`src/hdl/ptc_pkg.sv`:
```
`timescale 1ns / 1ps
// ============================================================================
// ptc_pkg
// Types, widths and constants shared by the pressure/temperature
// compensation pipeline.
// ============================================================================
package ptc_pkg;

  // Port widths.
  localparam int RAW_W  = 24;
  localparam int CAL_W  = 16;
  localparam int IDX_W  = 3;
  localparam int TOUT_W = 19;
  localparam int POUT_W = 24;

  // Internal widths, sized from the value ranges of each intermediate.
  localparam int DT_W    = 25;  // raw temperature minus reference
  localparam int TC_W    = 42;  // products of dT with a calibration word
  localparam int DTSQ_W  = 48;  // dT squared
  localparam int T2M_W   = 52;  // dT squared times a small constant
  localparam int T2_W    = 17;  // T2 correction
  localparam int OB_W    = 38;  // first-order offset
  localparam int SB_W    = 36;  // first-order sensitivity
  localparam int SQP_W   = 38;  // signed product of two temperature deltas
  localparam int SQ_W    = 35;  // squared temperature delta
  localparam int OFF2_W  = 41;  // second-order offset
  localparam int SENS2_W = 40;  // second-order sensitivity
  localparam int OFF_W   = 43;  // final offset
  localparam int SENS_W  = 41;  // final sensitivity
  localparam int SPLIT   = 20;  // low part of the sensitivity multiply
  localparam int PLO_W   = RAW_W + SPLIT;
  localparam int PHI_W   = 46;
  localparam int PROD_W  = 66;
  localparam int DIFF_W  = 46;

  // Formula constants.
  localparam int T_REF         = 2000;
  localparam int T_COLD        = -1500;
  localparam int REF_T_SH      = 8;
  localparam int TEMP_SH       = 23;
  localparam int OFF_BASE_SH   = 17;
  localparam int SENS_BASE_SH  = 16;
  localparam int OFF_TC_SH     = 6;
  localparam int SENS_TC_SH    = 7;
  localparam int T2_COOL_MUL   = 3;
  localparam int T2_COOL_SH    = 33;
  localparam int T2_WARM_MUL   = 5;
  localparam int T2_WARM_SH    = 38;
  localparam int OFF2_MUL      = 61;
  localparam int SENS2_MUL     = 29;
  localparam int SECOND_SH     = 4;
  localparam int OFF2_COLD_MUL = 17;
  localparam int SENS2_COLD_MUL = 9;
  localparam int PROD_SH       = 21;
  localparam int P_SH          = 15;

  // Configuration register indexes.
  typedef enum logic [IDX_W-1:0] {
    REG_SENS_BASE   = 3'd0,
    REG_OFFSET_BASE = 3'd1,
    REG_SENS_TC     = 3'd2,
    REG_OFFSET_TC   = 3'd3,
    REG_REF_TEMP    = 3'd4,
    REG_TEMP_SENS   = 3'd5
  } reg_idx_e;

  typedef struct packed {
    logic [CAL_W-1:0] sens_base;
    logic [CAL_W-1:0] offset_base;
    logic [CAL_W-1:0] sens_temp_coeff;
    logic [CAL_W-1:0] offset_temp_coeff;
    logic [CAL_W-1:0] ref_temperature;
    logic [CAL_W-1:0] temp_sensitivity;
  } cal_t;

  // Bundle handed from the temperature stages to the pressure stages.
  typedef struct packed {
    logic                     valid;
    logic                     nz;
    logic [RAW_W-1:0]         d1;
    logic signed [TOUT_W-1:0] tout;
    logic                     cool;
    logic                     cold;
    logic [SQ_W-1:0]          sq1;
    logic [SQ_W-1:0]          sq2;
    logic signed [OB_W-1:0]   off_base;
    logic signed [SB_W-1:0]   sens_base;
  } temp_res_t;

  typedef struct packed {
    logic                     valid;
    logic signed [TOUT_W-1:0] temperature;
    logic signed [POUT_W-1:0] pressure;
    logic                     reading_valid;
  } result_t;

endpackage

```
`src/hdl/ptc_press_pipe.sv`:
```
`timescale 1ns / 1ps
// ============================================================================
// ptc_press_pipe
// Stages five to nine: second-order offset and sensitivity, the split
// pressure multiply, scaling, saturation and the output register.
// ============================================================================
module ptc_press_pipe (
  input  logic               clk_i,
  input  logic               rst_ni,
  input  logic               adv_i,
  input  ptc_pkg::temp_res_t res_i,
  output ptc_pkg::result_t   res_o
);
  import ptc_pkg::*;

  localparam logic signed [DIFF_W-1:0] P_MAX_S = DIFF_W'((1 <<< (POUT_W-1)) - 1);
  localparam logic signed [DIFF_W-1:0] P_MIN_S = -DIFF_W'(1 <<< (POUT_W-1));

  // Stage 5
  logic                     v5_q;
  logic                     nz5_q;
  logic [RAW_W-1:0]         d1_5_q;
  logic signed [TOUT_W-1:0] tout5_q;
  logic [OFF2_W-1:0]        off2_warm, off2_cold, off2;
  logic [SENS2_W-1:0]       sens2_warm, sens2_cold, sens2;
  logic signed [OFF_W-1:0]  off5_q, off5_d;
  logic signed [SENS_W-1:0] sens5_q, sens5_d;

  // Stage 6
  logic                     v6_q;
  logic                     nz6_q;
  logic signed [TOUT_W-1:0] tout6_q;
  logic signed [OFF_W-1:0]  off6_q;
  logic [PLO_W-1:0]         plo6_q, plo6_d;
  logic signed [PHI_W-1:0]  phi6_q, phi6_d;

  // Stage 7
  logic                     v7_q;
  logic                     nz7_q;
  logic signed [TOUT_W-1:0] tout7_q;
  logic signed [OFF_W-1:0]  off7_q;
  logic signed [PROD_W-1:0] prod7_q, prod7_d;

  // Stage 8
  logic                     v8_q;
  logic                     nz8_q;
  logic signed [TOUT_W-1:0] tout8_q;
  logic signed [DIFF_W-1:0] diff8_q, diff8_d;

  // Stage 9 (output)
  logic                     v9_q;
  logic signed [DIFF_W-1:0] p_full;
  logic signed [POUT_W-1:0] pres9_q, pres9_d;
  logic signed [TOUT_W-1:0] temp9_q, temp9_d;
  logic                     rv9_q;

  // Stage 5: second-order terms apply only below the reference temperature.
  assign off2_warm  = (OFF2_W'(res_i.sq1) * OFF2_W'(OFF2_MUL)) >> SECOND_SH;
  assign off2_cold  = OFF2_W'(res_i.sq2) * OFF2_W'(OFF2_COLD_MUL);
  assign sens2_warm = (SENS2_W'(res_i.sq1) * SENS2_W'(SENS2_MUL)) >> SECOND_SH;
  assign sens2_cold = SENS2_W'(res_i.sq2) * SENS2_W'(SENS2_COLD_MUL);

  always_comb begin
    off2  = '0;
    sens2 = '0;
    if (res_i.cool) begin
      off2  = off2_warm;
      sens2 = sens2_warm;
      if (res_i.cold) begin
        off2  = off2_warm + off2_cold;
        sens2 = sens2_warm + sens2_cold;
      end
    end
  end

  assign off5_d  = OFF_W'(res_i.off_base) - OFF_W'(off2);
  assign sens5_d = SENS_W'(res_i.sens_base) - SENS_W'(sens2);

  // Stage 6: the pressure times sensitivity product in two halves.
  assign plo6_d = PLO_W'(d1_5_q) * PLO_W'(sens5_q[SPLIT-1:0]);
  assign phi6_d = PHI_W'($signed({1'b0, d1_5_q}))
                * PHI_W'($signed(sens5_q[SENS_W-1:SPLIT]));

  // Stage 7: recombine the halves.
  assign prod7_d = (PROD_W'(phi6_q) <<< SPLIT) + PROD_W'(plo6_q);

  // Stage 8: scale and remove the offset.
  assign diff8_d = DIFF_W'(prod7_q >>> PROD_SH) - DIFF_W'(off7_q);

  // Stage 9: final scale and saturation; a zero reading forces zeros.
  assign p_full = diff8_q >>> P_SH;

  always_comb begin
    pres9_d = '0;
    temp9_d = '0;
    if (nz8_q) begin
      temp9_d = tout8_q;
      priority if (p_full > P_MAX_S) begin
        pres9_d = P_MAX_S[POUT_W-1:0];
      end else if (p_full < P_MIN_S) begin
        pres9_d = P_MIN_S[POUT_W-1:0];
      end else begin
        pres9_d = p_full[POUT_W-1:0];
      end
    end
  end

  always_ff @(posedge clk_i or negedge rst_ni) begin
    if (!rst_ni) begin
      v5_q <= 1'b0;
      v6_q <= 1'b0;
      v7_q <= 1'b0;
      v8_q <= 1'b0;
      v9_q <= 1'b0;
    end else if (adv_i) begin
      v5_q <= res_i.valid;
      v6_q <= v5_q;
      v7_q <= v6_q;
      v8_q <= v7_q;
      v9_q <= v8_q;
    end
  end

  always_ff @(posedge clk_i) begin
    if (adv_i) begin
      nz5_q   <= res_i.nz;
      d1_5_q  <= res_i.d1;
      tout5_q <= res_i.tout;
      off5_q  <= off5_d;
      sens5_q <= sens5_d;

      nz6_q   <= nz5_q;
      tout6_q <= tout5_q;
      off6_q  <= off5_q;
      plo6_q  <= plo6_d;
      phi6_q  <= phi6_d;

      nz7_q   <= nz6_q;
      tout7_q <= tout6_q;
      off7_q  <= off6_q;
      prod7_q <= prod7_d;

      nz8_q   <= nz7_q;
      tout8_q <= tout7_q;
      diff8_q <= diff8_d;

      pres9_q <= pres9_d;
      temp9_q <= temp9_d;
      rv9_q   <= nz8_q;
    end
  end

  always_comb begin
    res_o.valid         = v9_q;
    res_o.temperature   = temp9_q;
    res_o.pressure      = pres9_q;
    res_o.reading_valid = rv9_q;
  end

endmodule

```
`config.mk`:
```
export PLATFORM = sky130hd
export DESIGN_NAME = ptc_press_pipe
export DESIGN_NICKNAME = d
export VERILOG_FILES = /design/src/hdl/ptc_pkg.sv /design/src/hdl/ptc_press_pipe.sv
export SDC_FILE = /design/constraint.sdc
export NUM_CORES = 2
export LEC_CHECK = 0
export ABC_CLOCK_PERIOD_IN_PS = 9400
export BUFFER_PORTS_ARGS = -buffer_cell sky130_fd_sc_hd__buf_2
export CAP_MARGIN = 5
export CORE_MARGIN = 2
export CORE_UTILIZATION = 65
export DETAILED_ROUTE_END_ITERATION = 8
export PLACE_DENSITY = 0.83
export SETUP_SLACK_MARGIN = 0.15
export SYNTH_ARGS = -nofsm -noshare
export SYNTH_HDL_FRONTEND = slang
export SYNTH_SLANG_ARGS = --single-unit
```
`constraint.sdc`:
```
create_clock -name clk_i -period 9.4 [get_ports clk_i]
set_input_delay 0.94 -clock clk_i [delete_from_list [all_inputs] [get_ports clk_i]]
set_output_delay 0.94 -clock clk_i [all_outputs]
set_load 0.005 [all_outputs]
```
Yosys cells after proc, flatten, opt, wreduce, memory -nomap -nowiden
Cells that the tools add are included.
Word-level totals
  logic and storage cells: 48
  input port bits: 194
  output and inout bits: 45
  register bits after elaboration: 525
Operators by class
  add/sub/neg operators: 6
  reduce and logical (&&, ||, !) cells: 1
  order comparisons: 2
  multipliers: 6
  bitwise operators: 1
  multiplexer cells: 6
Operators with widths (number)
  2-to-1 mux 41 bit: 2
  multiplier 35 x 5 -> 40 bit, second input constant: 2
  2-to-1 mux 40 bit: 2
  adder 66 x 44 -> 66 bit: 1
  multiplier 25 x 21 -> 46 bit: 1
  subtractor 45 x 43 -> 46 bit: 1
  multiplier 24 x 20 -> 44 bit: 1
  subtractor 38 x 42 -> 43 bit: 1
  adder 37 x 40 -> 41 bit: 1
  multiplier 35 x 6 -> 41 bit, second input constant: 1
  subtractor 41 x 40 -> 41 bit: 1
  adder 36 x 39 -> 40 bit: 1
  multiplier 35 x 4 -> 39 bit, second input constant: 1
  greater-than comparator 31 x 24 -> 1 bit, second input constant: 1
  less-than comparator 31 x 24 -> 1 bit, second input constant: 1
  2-to-1 mux 24 bit: 1
  2-to-1 mux 23 bit: 1
  OR reduction 2 bit: 1
  NOT 1 bit: 1

Longest topological paths before layout
  depth in word-level cells: 5
  gate-level depth with buffers: 42
  depth with buffers taken out: 42

Least setup slack after synthesis
OpenSTA, ideal clock, no wires.
  path kind: input port to flip-flop
  from: input res_i[109] in the netlist's numbering
  to: register off5_q[38] (data pin)
  stages on the path: 40
  data arrival time: 9.062 ns
  data required time: 9.134 ns
  slack: 0.072 ns
  setup time: 0.266 ns
  buffers on the path: 0
  cell sequence: fa_1 inv_1 fa_1 fa_1 inv_1 fa_1 a211oi_1 o21bai_1 a221oi_2 o21ai_1 a21o_1 a221oi_1 xnor2_1 ha_1 ha_1 inv_1 fa_1 inv_1 [4 not listed] a21oi_2 a21oi_1 or4b_4 nand2_1 xor2_1 nand2_1 o211ai_1 ha_1 inv_1 o21bai_1 a21oi_1 nor2b_1 nor2_1 o211ai_1 a21oi_1 o211a_1 a311oi_1 xnor2_1
Between the ends
  longest elaborated chain between the ends: 5
Ends and longest elaborated chain
  start: declaration: RTL line ptc_press_pipe.sv:11  | input ptc_pkg::temp_res_t res_i,
  multiplier 35 x 6 -> 41 bit *: RTL line ptc_press_pipe.sv:58  | assign off2_warm = (OFF2_W'(res_i.sq1) * OFF2_W'(OFF2_MUL)) >> SECOND_SH;
  adder 37 x 40 -> 41 bit: RTL line ptc_press_pipe.sv:70  | off2 = off2_warm + off2_cold;
  2-to-1 mux 41 bit *: RTL line ptc_press_pipe.sv:69  | if (res_i.cold) begin
  2-to-1 mux 41 bit *: RTL line ptc_press_pipe.sv:66  | if (res_i.cool) begin
  subtractor 38 x 42 -> 43 bit *: RTL line ptc_press_pipe.sv:76  | assign off5_d = OFF_W'(res_i.off_base) - OFF_W'(off2);
  via off5_d[38]: RTL line ptc_press_pipe.sv:26  | logic signed [OFF_W-1:0] off5_q, off5_d;
  end signal: assignment: RTL line ptc_press_pipe.sv:129  | off5_q <= off5_d;
  end: declaration: RTL line ptc_press_pipe.sv:26
The timed path passes the listed nets; every way through them passes the cells marked *.
A chain may end at the register's enable or synchronous reset.

Worst setup path in the final report
  from: input res_i[115] in the netlist's numbering
  to: register off5_q[42] (data pin)
The elaborated chain is that of the path after synthesis.

==> flow_summary.yaml <==
cts:
  cts_buffers: 49
  clkTransAtPathRegs_ps: 60
  clockRootBuffer: "clkbuf_16"
  clockBufferDepth: 3
  postCtsHoldBufs: 0
  clock-sinks: 469
  clkLatencyLatePin_ps: 630
  cts_tree: "built"
  ctsHtreeMaxLevel: 2
sta:
  period_share_pct: 96.6
  fin_worst_skew_ps: 35.3
  tightest_slew_ps: 1340
  final_max_slew_viol_count: 0
  fin_tns_setup_ps: 0
  setup_violations: 0
  max_slew_margin_pct: 10.9
  fmax_mhz: 110
  layout_min_cycle_time_ps: 9080
  grt_setup_unrepaired: "yes"
  hold_violations: 0
setup_path:
  worst_ep_arrival_time_ps: 9460
  cp_slowest_stage_delay_ps: 570
  crit_type: "primary input to flip-flop"
  end_kind: "flip-flop"
  critPathMaxFanout: 4
  cpMaxStageDelayCell: "fa_1"
  start_kind: "primary input"
  regToRegSetupSlack_ps: 1020
  cp_data_required_time_ps: 9770
logic_synthesis:
  yosys-top-cells-area: "fa_1 (29%), edfxtp_1 (20%), ha_1 (15%)"
  synth_area_per_cell_sq_um: 9.69
  seq_area_frac_synth_pct: 20.3
  synthDominantCellAreaShare_pct: 29.0
  netlist_area_sq_mm: 0.0692
  ys_ff_latch: 469
  yosys_warnings: 0
  synth_edf_count: 464
  yosysTopAreaCell: "fa_1"
  yosysUniqueCellTypes: 99
  synthCells: 7139
  synth_nets: 9154
  ys.flop_type: "edfxtp_1"
  async_reset_ff_share_pct: 1.07
route:
  routed-via-count: 53565
  remaining_drc_errors: 18
  drtPass1Iterations: 8
  wl_um: 187000
  ant_nets: 0
  wl_per_cell_um: 20.5
  drtIter0Drc: 4786
  vias_per_cell: 5.86
die:
  pin_count: 239
  die_h_um: 330
  initial_utilization_pct: 65.6
  die_w_um: 330
  core_area_sq_mm: 0.105
  fp-row-count: 119
  dieArea_sq_mm: 0.109
placed_design:
  port_buffers: 238
  place_congestion: 0.988
  dp_hpwl_um: 151000
grt:
  grt_pass1_vias: 55314
  grt_max_degree: 188
  grt_pass1_wl_um: 294000
  overflow: 0
  grt_usage_pct: 34.7
  antenna_found_initial: 16
hold_path:
  hp-class: "primary input to asynchronous set/reset pin"
run_status:
  violations: "design-rule violations"
  status: "finished with violations"
cells_and_area:
  layout-drive-gt1-share_pct: 12.9
  area_growth_pct: 11.9
  final_common_cell: "inv_1"
  fin_nets: 9721
  final_cell_mix: "inv_1 (1,356), fa_1 (1,000), nand2_1 (896)"
flow_run:
  drv_cap: 0
-- worst max-delay path, delay by kind of cell --
kind / cells / cell delay, ps
compound gates: 16 / 3070
xor+xnor: 2 / 320
fa+ha+maj: 9 / 3480
buf+inv: 7 / 600
simple gates: 6 / 1040
-- Yosys cell counts (7+ instances only) --
library cell  instances
nand2_1             897
o21a_1               44
xor2_1              115
nor3_1               56
edfxtp_1            464
a41oi_1               8
mux2i_1               7
xnor2_1             199
ha_1                818
fa_1               1003
o22ai_1              10
nor3b_1               8
nand3_1              71
a21o_1              204
o21ai_0             125
a211o_1               9
and4_1               14
and3_1               47
o211a_1               7
a311oi_1              7
or3_1                14
or2_2                 9
o21ai_1              50
a31oi_1              30
mux2_1                7
and2_1              322
a221oi_1              8
o211ai_1             31
a221o_1               7
inv_1              1361
a21oi_1             296
o31a_1                7
a211oi_1             31
nor2_1              229
clkbuf_1            235
o2111ai_1            10
nand4_1              46
o21bai_1             41
mux2_2               20
nand2b_1             74
o31ai_1              15
nor4_1               10
a22oi_1              12
nor2b_1              41
-- routing by layer --
metal  vias up  GRT usage (%)  wire [um]
li1      24206              -          -
met1     26283           47.2      74400
met2      2537           55.2      86100
met3       527           6.31      17700
met4        12           14.4       8920
met5         -              0         73
-- final cells by class --
class / instances / area [sq um]
flip-flops and latches: 469 / 14100
diodes: 10 / 25.0
clock buffers: 55 / 1250
fillers: 7429 / 28000
inverters: 1362 / 5110
multi-input cells: 5066 / 49700
repair buffers: 758 / 5140
clock inverters: 34 / 389
well taps: 1391 / 1740
-- state kept, by name (all words and copies together), names as in the netlist, 19 cells and up --
signal,flops
phi6_q,46
prod7_q,45
off5_q,43
off6_q,43
off7_q,43
sens5_q,41
diff8_q,31
d1_5_q,24
plo6_q,24
pres9_q,24
temp9_q,19
tout5_q,19
tout6_q,19
tout7_q,19
tout8_q,19
-- path summary, 6_finish.rpt --
| check | to | cells after the start | startpoint |
|---|---|---|---|
| hold / removal | v5_q | 1 | rst_ni |
| hold reg to reg | off7_q[28] | 0 | off6_q[28] |
| setup reg to reg | plo6_q[40] | 21 | d1_5_q[10] |
| max in group asynchronous | v7_q | 1 | rst_ni |
| setup / recovery | off5_q[42] | 40 | res_i[115] |
| min in group clk_i | off7_q[28] | 0 | off6_q[28] |
-- stage by stage --
stage / hold WS (ps) / instance area, sq um / utilization (%) / setup slack [ps] / instances
6_report: 134 / 77400 / 73.4 / 318 / 9145
5_1_grt: 119 / 77400 / 73.4 / -43.4 / 9142
4_1_cts: 115 / 76600 / 72.7 / 157 / 9114
3_5_place_dp: 405 / 75000 / 71.1 / -472 / 9024
3_3_place_gp: 400 / 75000 / 71.1 / -290 / 9024
2_1_floorplan: 400 / 69200 / - / 163 / 7139
-- timing repair --
| action | CTS | global route |
|---|---|---|
| endpoints found under the setup margin | 2 | 28 |
| pin swaps | 1 | 81 |
| resized for setup | 0 | 116 |
| buffers inserted | 1 | 21 |
-- cell families after synthesis --
| group | share of synthesized area [%] |
|---|---|
| compound gates | 9.87 |
| xor+xnor | 3.98 |
| fa+ha+maj | 43.8 |
| buf+inv | 8.72 |
| flops | 20.3 |
| mux | 0.563 |
| simple gates | 12.7 |
Power is not shown: default switching activity piles up to over one toggle a cycle in this logic, so the estimate is an artifact.
